### config.mk
export PLATFORM = sky130hd
export DESIGN_NAME = rgblap_out_fifo
export DESIGN_NICKNAME = d
export VERILOG_FILES = /design/src/hdl/rgblap_pkg.sv /design/src/hdl/rgblap_out_fifo.sv
export SDC_FILE = /design/constraint.sdc
export NUM_CORES = 1
export LEC_CHECK = 0
export BUFFER_PORTS_ARGS = -buffer_cell sky130_fd_sc_hd__clkbuf_2
export CAP_MARGIN = 20
export CELL_PAD_IN_SITES_DETAIL_PLACEMENT = 0
export CELL_PAD_IN_SITES_GLOBAL_PLACEMENT = 1
export CORE_ASPECT_RATIO = 1.2
export CORE_UTILIZATION = 54
export DETAILED_ROUTE_END_ITERATION = 16
export GPL_TIMING_DRIVEN = 0
export PLACE_DENSITY_LB_ADDON = 0.1
export RECOVER_POWER = 100
export SLEW_MARGIN = 15
export SYNTH_ARGS = -nofsm -noshare
export SYNTH_HDL_FRONTEND = slang
export SYNTH_SLANG_ARGS = --single-unit
### constraint.sdc
create_clock -name clk -period 5.35 [get_ports clk]
set_clock_uncertainty 0.1 [all_clocks]
set_input_delay 0 -clock clk [delete_from_list [all_inputs] [get_ports clk]]
set_output_delay 0 -clock clk [all_outputs]
set_load 0.01 [all_outputs]
### src/hdl/rgblap_pkg.sv
// ----------------------------------------------------------------------------
// rgblap_pkg
// Shared types, register codes and the per-channel Laplacian kernel.
// ----------------------------------------------------------------------------
package rgblap_pkg;

    localparam int FIFO_DEPTH = 4;

    localparam logic [0:0] REG_FRAME_WIDTH  = 1'd0;
    localparam logic [0:0] REG_FRAME_HEIGHT = 1'd1;

    localparam logic [9:0] FRAME_WIDTH_RST  = 10'd480;
    localparam logic [9:0] FRAME_HEIGHT_RST = 10'd270;

    localparam logic [1:0] CH_BLUE  = 2'd0;
    localparam logic [1:0] CH_GREEN = 2'd1;
    localparam logic [1:0] CH_RED   = 2'd2;

    typedef logic [23:0] pixel_t;

    // [row 0 = top][col 0 = left]
    typedef pixel_t [2:0][2:0] window_t;

    typedef struct packed {
        logic [7:0] red;
        logic [7:0] green;
        logic [7:0] blue;
        logic [8:0] col;
        logic [8:0] row;
        logic       last;
    } result_t;

    // 8 * centre minus the eight neighbours, clamped to 0..255
    function automatic logic [7:0] lap_chan(window_t win, logic [1:0] ch);
        logic [10:0] nsum;
        logic [11:0] acc;
        logic [4:0]  sh;
        logic [7:0]  res;
        nsum = '0;
        sh   = {ch, 3'b000};
        for (int i = 0; i < 3; i++)
        begin
            for (int j = 0; j < 3; j++)
            begin
                if (!(i == 1 && j == 1))
                begin
                    nsum = nsum + {3'b000, win[i][j][sh +: 8]};
                end
            end
        end
        acc = {1'b0, win[1][1][sh +: 8], 3'b000} - {1'b0, nsum};
        if (acc[11])
        begin
            res = 8'd0;
        end
        else if (acc[10:8] != 3'd0)
        begin
            res = 8'd255;
        end
        else
        begin
            res = acc[7:0];
        end
        return res;
    endfunction

endpackage

### src/hdl/rgblap_out_fifo.sv
// ----------------------------------------------------------------------------
// rgblap_out_fifo
// Small result queue between the kernel and the output channel.
// ----------------------------------------------------------------------------
module rgblap_out_fifo
    import rgblap_pkg::*;
(
    input  logic       clk,
    input  logic       rst_n,
    input  logic       push,
    input  result_t    push_data,
    input  logic       pop,
    output logic       not_empty,
    output result_t    head,
    output logic [2:0] count
);

    localparam int PW = $clog2(FIFO_DEPTH);

    result_t       buf_mem [0:FIFO_DEPTH-1];
    logic [PW-1:0] wr_ptr_reg;
    logic [PW-1:0] rd_ptr_reg;
    logic [2:0]    count_reg;
    logic [2:0]    count_next;

    always_ff @(posedge clk)
    begin
        if (push)
        begin
            buf_mem[wr_ptr_reg] <= push_data;
        end
    end

    always_comb
    begin
        count_next = count_reg;
        if (push && !pop)
        begin
            count_next = count_reg + 3'd1;
        end
        else if (pop && !push)
        begin
            count_next = count_reg - 3'd1;
        end
    end

    always_ff @(posedge clk or negedge rst_n)
    begin
        if (!rst_n)
        begin
            wr_ptr_reg <= '0;
            rd_ptr_reg <= '0;
            count_reg  <= '0;
        end
        else
        begin
            if (push)
            begin
                wr_ptr_reg <= wr_ptr_reg + PW'(1);
            end
            if (pop)
            begin
                rd_ptr_reg <= rd_ptr_reg + PW'(1);
            end
            count_reg <= count_next;
        end
    end

    assign not_empty = (count_reg != 3'd0);
    assign head      = buf_mem[rd_ptr_reg];
    assign count     = count_reg;

    a_no_overflow: assert property (@(posedge clk) disable iff (!rst_n)
        push |-> (count_reg < 3'(FIFO_DEPTH)))
        else $error("result queue overflow");

    a_pop_valid: assert property (@(posedge clk) disable iff (!rst_n)
        pop |-> (count_reg != 3'd0))
        else $error("result queue underflow");

endmodule

# --- Word-level counts from Yosys, hierarchy flattened ---
# Memories as Yosys holds them, arrays and structs flattened.
# Cells that the tools add are included.
classes:
  add_sub_neg: 4
  muxes: 4
  reduce_logical: 6
ops:
  columns: ["cell", "count"]
  rows:
  - ["3-bit 2-to-1 mux", 2]
  - ["2-bit by 1-bit adder with 2-bit output, second input constant", 2]
  - ["3-bit by 1-bit adder with 3-bit output, second input constant", 1]
  - ["3-bit nonzero test", 1]
  - ["3-bit by 1-bit subtractor with 3-bit output, second input constant", 1]
  - ["1-bit logical AND", 2]
  - ["1-bit logical NOT", 2]
  - ["1-bit 2-to-1 mux", 2]
  - ["2-bit nonzero test", 1]
word_totals:
  reg_bits: 7
  ram_bits: 172
  in_bits: 47
  output_inout_bits: 47
  word_cells: 18
  mem_count: 1
memory_table:
  columns: ["memory", "words", "width", "rd", "rd_ports_with_merged_regs", "wr", "line", "rtl"]
  rows:
  - ["buf_mem", 4, 43, 1, 0, 1, "rgblap_out_fifo.sv:20", "result_t buf_mem [0:FIFO_DEPTH-1];"]

# --- Longest topological paths before layout ---
# Gate-level depths: netlist of run 1.
depth:
  depth_word: 4
  depth_mapped: 7

# --- Worst setup path after synthesis of run 1 ---
# Ideal clock, no wire load.
synth_path:
  kind: "reg-to-reg"
  from: "register wr_ptr_reg[0]"
  to: "memory buf_mem[0][0] in the netlist's numbering, enable pin"
  setup_time_ps: 405
  t_arrival_ps: 1656
  required_ps: 4845
  path_slack_ps: 3189
  path_stages_with_launch: 4
  path_buffers: 0
  synth_period_minus_slack_ps: 2161
  path_cell_list: "dfrtp_1 inv_1 ha_1 and2_1"
synth_lines:
  columns: ["element", "line", "rtl"]
  rows:
  - ["start: declaration", "rgblap_out_fifo.sv:21", "logic [PW-1:0] wr_ptr_reg;"]
  - ["start signal: assignment", "rgblap_out_fifo.sv:59", "wr_ptr_reg <= wr_ptr_reg + PW'(1);"]
  - ["end: declaration", "rgblap_out_fifo.sv:20", null]
# No word-level cell before the write port.

==> results.md, run 1 <==
* Critical path arrival at 2660 ps
* First-pass GRT wire length at 16340 um
* Minimum clock period at 2764 ps
* Vias per cell at 5.213
* CTS Buf Count at 17
* Total core area at 12060 sq um
* R2R setup slack at 3460 ps
* Die width at 103.3 um
* Post-DP HPWL at 5941 um
* XOR/XNOR share of the synthesized area at 0.007899
* Die area at 12770 sq um
* Syn. warnings at 0
* Post-Synthesis Cells at 258
* Routed WL at 10900 um
* Flip-flop and latch count after synthesis at 179
* Number of distinct library cells after synthesis at 18
* Fin. max-slew vios at 0
* Wire length per cell after detailed routing at 18.44 um
* Max IR drop VDD at 0.2801 mV
* Cell Chain, Critical Path: clkbuf_1 > clkbuf_1 > mux4_2 > clkbuf_1
* Setup CP Type: reg -> out
* Most frequent cells in the layout: edfxtp_1, clkbuf_1, dlygate4sd3_1, mux4_2, clkbuf_16
* Synthesized net count at 311
* Total setup buffers inserted after CTS at 0
* Layout cell share with drive strength beyond 1 at 0.1907
* Gr ovfl total at 0
* R2R depth at 4
* GRT Overall Usage at 0.1863
* CTS tree: built
* Slew @ Worst Pin at 908.3 ps
* Vias in the first global route at 3239
* Critical R2R Launch: rd_ptr_reg[0]$_DFFE_PN0P_
* CTS Sinks at 179
* HP Class: in -> reg
* Crit start category: register
* Fin crit share at 0.5166
* CP Max Fanout at 10
* Outcome: finished clean
* Cell mode on critical path: clkbuf_1
* CTS Root Cell: clkbuf_16
* Max reg flops at 172
* Final number of setup-violating endpoints at 0
* Setup TNS at 0 ps
* Clock Tree Buf Depth at 2
* Multi-input gate area at 1191 sq um
* Synth Area in Compound Gates at 0.0007523
* Reg-to-reg critical path endpoint: rd_ptr_reg[1]$_DFFE_PN0P_
* Post-synthesis mux area share at 0.1501
* Inst Count DP at 512
* Post-route DRC at 0
* Cts hold-fix bufs at 47
* Area grow syn2layout at 22.66%
* Initial antenna violation count at 0
* Register Area at 5340 sq um
* Crit-path max cell delay at 740 ps
* CP max stage cell: clkbuf_1
* Hold Path Depth at 3
* Clk slew on worst S/H paths at 60 ps
* Commonest non-fill, non-tap cell in the layout: edfxtp_1
* Util after Layout at 0.6768
* H-Tree Depth at 4
* Hold_sp: pop
* Syn Std Cell Area at 6653 sq um
* Fmax at 361.8 MHz
* Starting DRT DRC Count at 87
* ANT nets after route at 0
* Post-CTS sizing at 0
* Ports at 94
* Synth Area in Adders at 0.01241
* Max-cap violations at 0
* DIE HEIGHT at 123.6 um
* Count of buffers from port buffering at 93
* Number of fill cells at 863
* Simple-Gate Fraction of Synth Area at 0.006395
* Syn avg cell area at 25.79 sq um
* Pin count of the biggest net entering global routing at 44
* Final nets at 470
* Placer Congestion at 0.6625
* # diodes at 0
* Vias at 3081
* CP Capture Type: output pin
* Std cell rows at 44
* Non-filler cells, final at 591
* Hold EP: rd_ptr_reg[0]$_DFFE_PN0P_
* Required @ worst endpoint at 5250 ps
* Pwr Density at 515.5 nW/um^2
* Final hold vios at 0
* Largest family of logic cells by synthesized area: multiplexers
* Drt pass-1 iters at 6
* Unrepaired setup endpoints after global routing: false
* Seq/Total Area, Yosys at 0.8027
* Initial Util at 0.5518
* Static Leak at 2.688 nW
* Clk Latency, worst-skew pair at 410 ps
* Slew HR at 0.3945
==> worst max-delay path, delay by kind of cell (launching register included) <==
family | cells | cell delay [ps]
buf+inv | 3 | 1310
flops | 1 | 320
mux | 1 | 620
==> Yosys cell counts <==
| library cell | n | area [sq um] |
|---|---|---|
| buf_2 | 5 | 25.02 |
| buf_6 | 1 | 11.26 |
| inv_1 | 4 | 15.01 |
| xnor2_1 | 2 | 17.52 |
| mux4_1 | 5 | 131.4 |
| or3_1 | 1 | 6.260 |
| dfrtp_1 | 7 | 175.2 |
| and2_1 | 4 | 25.02 |
| o21ai_0 | 1 | 5.000 |
| edfxtp_1 | 172 | 5165 |
| nand2_1 | 2 | 7.510 |
| xor2_1 | 4 | 35.03 |
| ha_1 | 5 | 62.56 |
| nor2_1 | 1 | 3.750 |
| mux2_2 | 1 | 11.26 |
| fa_1 | 1 | 20.02 |
| mux4_2 | 38 | 855.8 |
| buf_12 | 4 | 80.08 |
==> power breakdown <==
| group | internal, W | leakage, nW | switching, W |
|---|---|---|---|
| sequential | 0.00184 | 1.66 | 0.0000664 |
| clock | 0.000640 | 0.269 | 0.000495 |
| combinational | 0.000511 | 0.757 | 0.000655 |
| total | 0.00299 | 2.69 | 0.00122 |
==> layout make-up <==
cell class,count,share of cell area
clock buffer,19,0.05305
clock inverter,13,0.01349
inverter,4,0.001840
buffer,10,0.005366
timing repair buffer,140,0.1012
multi-input combinational,65,0.1460
sequential,179,0.6544
tap,161,0.02469
==> worst max path at each step <==
stage,startpoint,end
6_report,rd_ptr_reg[0]$_DFFE_PN0P_,head[22]
5_1_grt,rd_ptr_reg[0]$_DFFE_PN0P_,head[22]
4_1_cts,rd_ptr_reg[0]$_DFFE_PN0P_,head[22]
3_5_place_dp,wr_ptr_reg[1]$_DFFE_PN0P_,buf_mem[1][14]$_DFFE_PP_
3_3_place_gp,wr_ptr_reg[0]$_DFFE_PN0P_,buf_mem[0][15]$_DFFE_PP_
2_1_floorplan,wr_ptr_reg[0]$_DFFE_PN0P_,buf_mem[0][0]$_DFFE_PP_
==> per-layer routing <==
metal  share of wire  GRT usage  vias up  wire length [um]
met5               0          0        -                 0
met4           0.011    0.07218        0               119
met3           0.047    0.05668        8               513
met2            0.54     0.3242       81              5845
met1            0.41     0.2163     1575              4421
li1                -          -     1417                 -
==> stage by stage <==
step / cell area [sq um] / setup slack [ps] / power, W / hold WS (ps)
after floorplan: 6653 / 3189 / 0.002787 / -395.6
after global placement: 7320 / 2347 / 0.003226 / -259.7
after detailed placement: 7330 / 3585 / 0.003237 / -256.9
after CTS: 8343 / 3433 / 0.004397 / 220.6
after global routing: 8160 / 2329 / 0.004419 / 262.8
final: 8160 / 2586 / 0.004207 / 257.0
==> cells by family after synthesis <==
kind of cell / count (synthesis)
compound gates: 1
xor+xnor: 6
fa+ha+maj: 6
buf+inv: 14
flops: 179
mux: 44
simple gates: 8
(Power assumes the default switching activity.)
==> inputs of run 2 (changes only) <==
- CORE_UTILIZATION: 54 -> 50
- clock period: 5.35 -> 2.79 ns (I/O delays scaled with it)
==> results.md, run 2 (synthesis results as in run 1) <==
* Outcome: finished clean
* Routed WL at 10990 um (+0.85%)
* Critical path arrival at 2050 ps (-610 ps)
* Vias in the first global route at 3363 (+3.8%)
* Std cell rows at 45 (+2.3%)
* Clk slew on worst S/H paths at 60 ps (about the same)
* CTS Sinks at 179 (unchanged)
* Final number of setup-violating endpoints at 0 (unchanged)
* Cell Chain, Critical Path: buf_2 > clkbuf_1 > mux4_2 > clkbuf_1
* Hold slack at 244.0 ps (-12.99 ps)
* Gr ovfl total at 0 (unchanged)
* HP Class: in -> reg
* Clk Latency, worst-skew pair at 420 ps (about the same)
* H-Tree Depth at 4 (unchanged)
* Fin crit share at 0.7699
* Pin count of the biggest net entering global routing at 44 (unchanged)
* Fmax at 465.5 MHz
* Placed Area at 7333 sq um (about the same)
* Ports at 94 (unchanged)
* Area grow syn2layout at 24.09%
* # diodes at 0 (unchanged)
* R2R depth at 3 (-1)
* Final nets at 470 (unchanged)
* R2R setup slack at 660 ps (-2800 ps)
* Most frequent cells in the layout: edfxtp_1, clkbuf_1, dlygate4sd3_1, mux4_2, clkbuf_16
* Post-route DRC at 0 (unchanged)
* Drt pass-1 iters at 4 (-2)
* CTS Root Cell: clkbuf_16
* Slew HR at 0.1945 (-0.1999)
* Vias per cell at 5.197 (-0.31%)
* Hold EP: rd_ptr_reg[0]$_DFFE_PN0P_
* Setup TNS at 0 ps (unchanged)
* Cell mode on critical path: clkbuf_1
* ANT nets after route at 0 (unchanged)
* Vias at 3087 (+0.19%)
* Wire length per cell after detailed routing at 18.51 um (+0.34%)
* Initial antenna violation count at 0 (unchanged)
* Reg-to-reg critical path endpoint: buf_mem[2][16]$_DFFE_PP_
* CP Max Fanout at 10 (unchanged)
* Max reg flops at 172 (unchanged)
* Max-cap violations at 0 (unchanged)
* Max IR drop VDD at 0.6793 mV (+140%)
* CP Capture Type: output pin
* Required @ worst endpoint at 2690 ps (-2560 ps)
* Static Leak at 2.717 nW (+1.1%)
* Initial Util at 0.5182 (-0.03356)
* CTS tree: built
* Layout cell share with drive strength beyond 1 at 0.2023 (+0.01163)
* Total core area at 12840 sq um (+6.5%)
* Setup CP Type: reg -> out
* Post-DP HPWL at 6053 um (+1.9%)
* Clock Tree Buf Depth at 2 (unchanged)
* Post-route cell area at 8255 sq um (+1.2%)
* Count of buffers from port buffering at 93 (unchanged)
* Starting DRT DRC Count at 108 (+24%)
* Post-CTS sizing at 0 (unchanged)
* Die area at 13770 sq um (+7.9%)
* Crit start category: register
* Placer Congestion at 0.6360 (-4.0%)
* Fin. max-slew vios at 0 (unchanged)
* Final hold vios at 0 (unchanged)
* CTS Buf Count at 17 (unchanged)
* Pwr Density at 1006 nW/um^2 (+95%)
* Unrepaired setup endpoints after global routing: false
* Slew @ Worst Pin at 1208 ps (+299.9 ps)
* GRT Overall Usage at 0.1751 (-0.01121)
* Hold_sp: pop
* First-pass GRT wire length at 16910 um (+3.5%)
* Commonest non-fill, non-tap cell in the layout: edfxtp_1
* Minimum clock period at 2148 ps
* Critical R2R Launch: wr_ptr_reg[0]$_DFFE_PN0P_
* Cts hold-fix bufs at 47 (unchanged)
* Hold Path Depth at 3 (unchanged)
* DIE HEIGHT at 128.4 um (+3.9%)
* Total setup buffers inserted after CTS at 0 (unchanged)
* Crit-path max cell delay at 540 ps (-200 ps)
* Die width at 107.3 um (+3.8%)
* CP max stage cell: clkbuf_1
* Util after Layout at 0.6431 (-0.03376)
[run 2: worst max-delay path by stage]
stage / startpoint / to / slack, ps / cells after the start
after floorplan: wr_ptr_reg[0]$_DFFE_PN0P_ / buf_mem[0][0]$_DFFE_PP_ / 630 / 3
after global placement: wr_ptr_reg[0]$_DFFE_PN0P_ / buf_mem[2][15]$_DFFE_PP_ / -230 / 3
after detailed placement: wr_ptr_reg[0]$_DFFE_PN0P_ / buf_mem[2][21]$_DFFE_PP_ / 1000 / 3
after CTS: rd_ptr_reg[0]$_DFFE_PN0P_ / head[17] / 850 / 4
after global routing: rd_ptr_reg[1]$_DFFE_PN0P_ / head[30] / 490 / 4
final: rd_ptr_reg[1]$_DFFE_PN0P_ / head[11] / 640 / 4
[run 2: critical path, delay by kind of cell (launching register included)]
kind	cells	cell delay [ps]
flops	1	320
mux	1	410
buf+inv	3	900
[run 2: final cells by class]
type | instances | area, sq um
Clock buffer | 17 | 425.4
Buffer | 10 | 111.4
Multi-Input combinational cell | 65 | 1186
Clock inverter | 15 | 143.9
Sequential cell | 179 | 5340
Fill cell | 964 | 4582
Tap cell | 164 | 205.2
Timing Repair Buffer | 140 | 828.3
Inverter | 4 | 15.01
[run 2: through the flow]
step / total power (W) / cells / worst slack [ps]
after global placement: 0.006193 / 515 / -226.6
after floorplan: 0.005344 / 258 / 629.4
after global routing: 0.008713 / 594 / 493.6
after detailed placement: 0.006207 / 515 / 999.2
after CTS: 0.008536 / 594 / 848.3
final: 0.008304 / 594 / 641.9
[run 2: where the power goes]
part / internal [W] / total, W / switching (W)
clock: 0.00125 / 0.00228 / 0.00103
sequential: 0.00354 / 0.00366 / 0.000127
combinational: 0.00109 / 0.00236 / 0.00128
[run 2: per-layer routing]
metal  vias up  share of wire  GRT usage
met1      1579           0.42     0.2132
met2        75           0.51     0.2956
met5         -              0          0
met4         0          0.018    0.07736
met3        19          0.045    0.04762
li1       1414              -          -
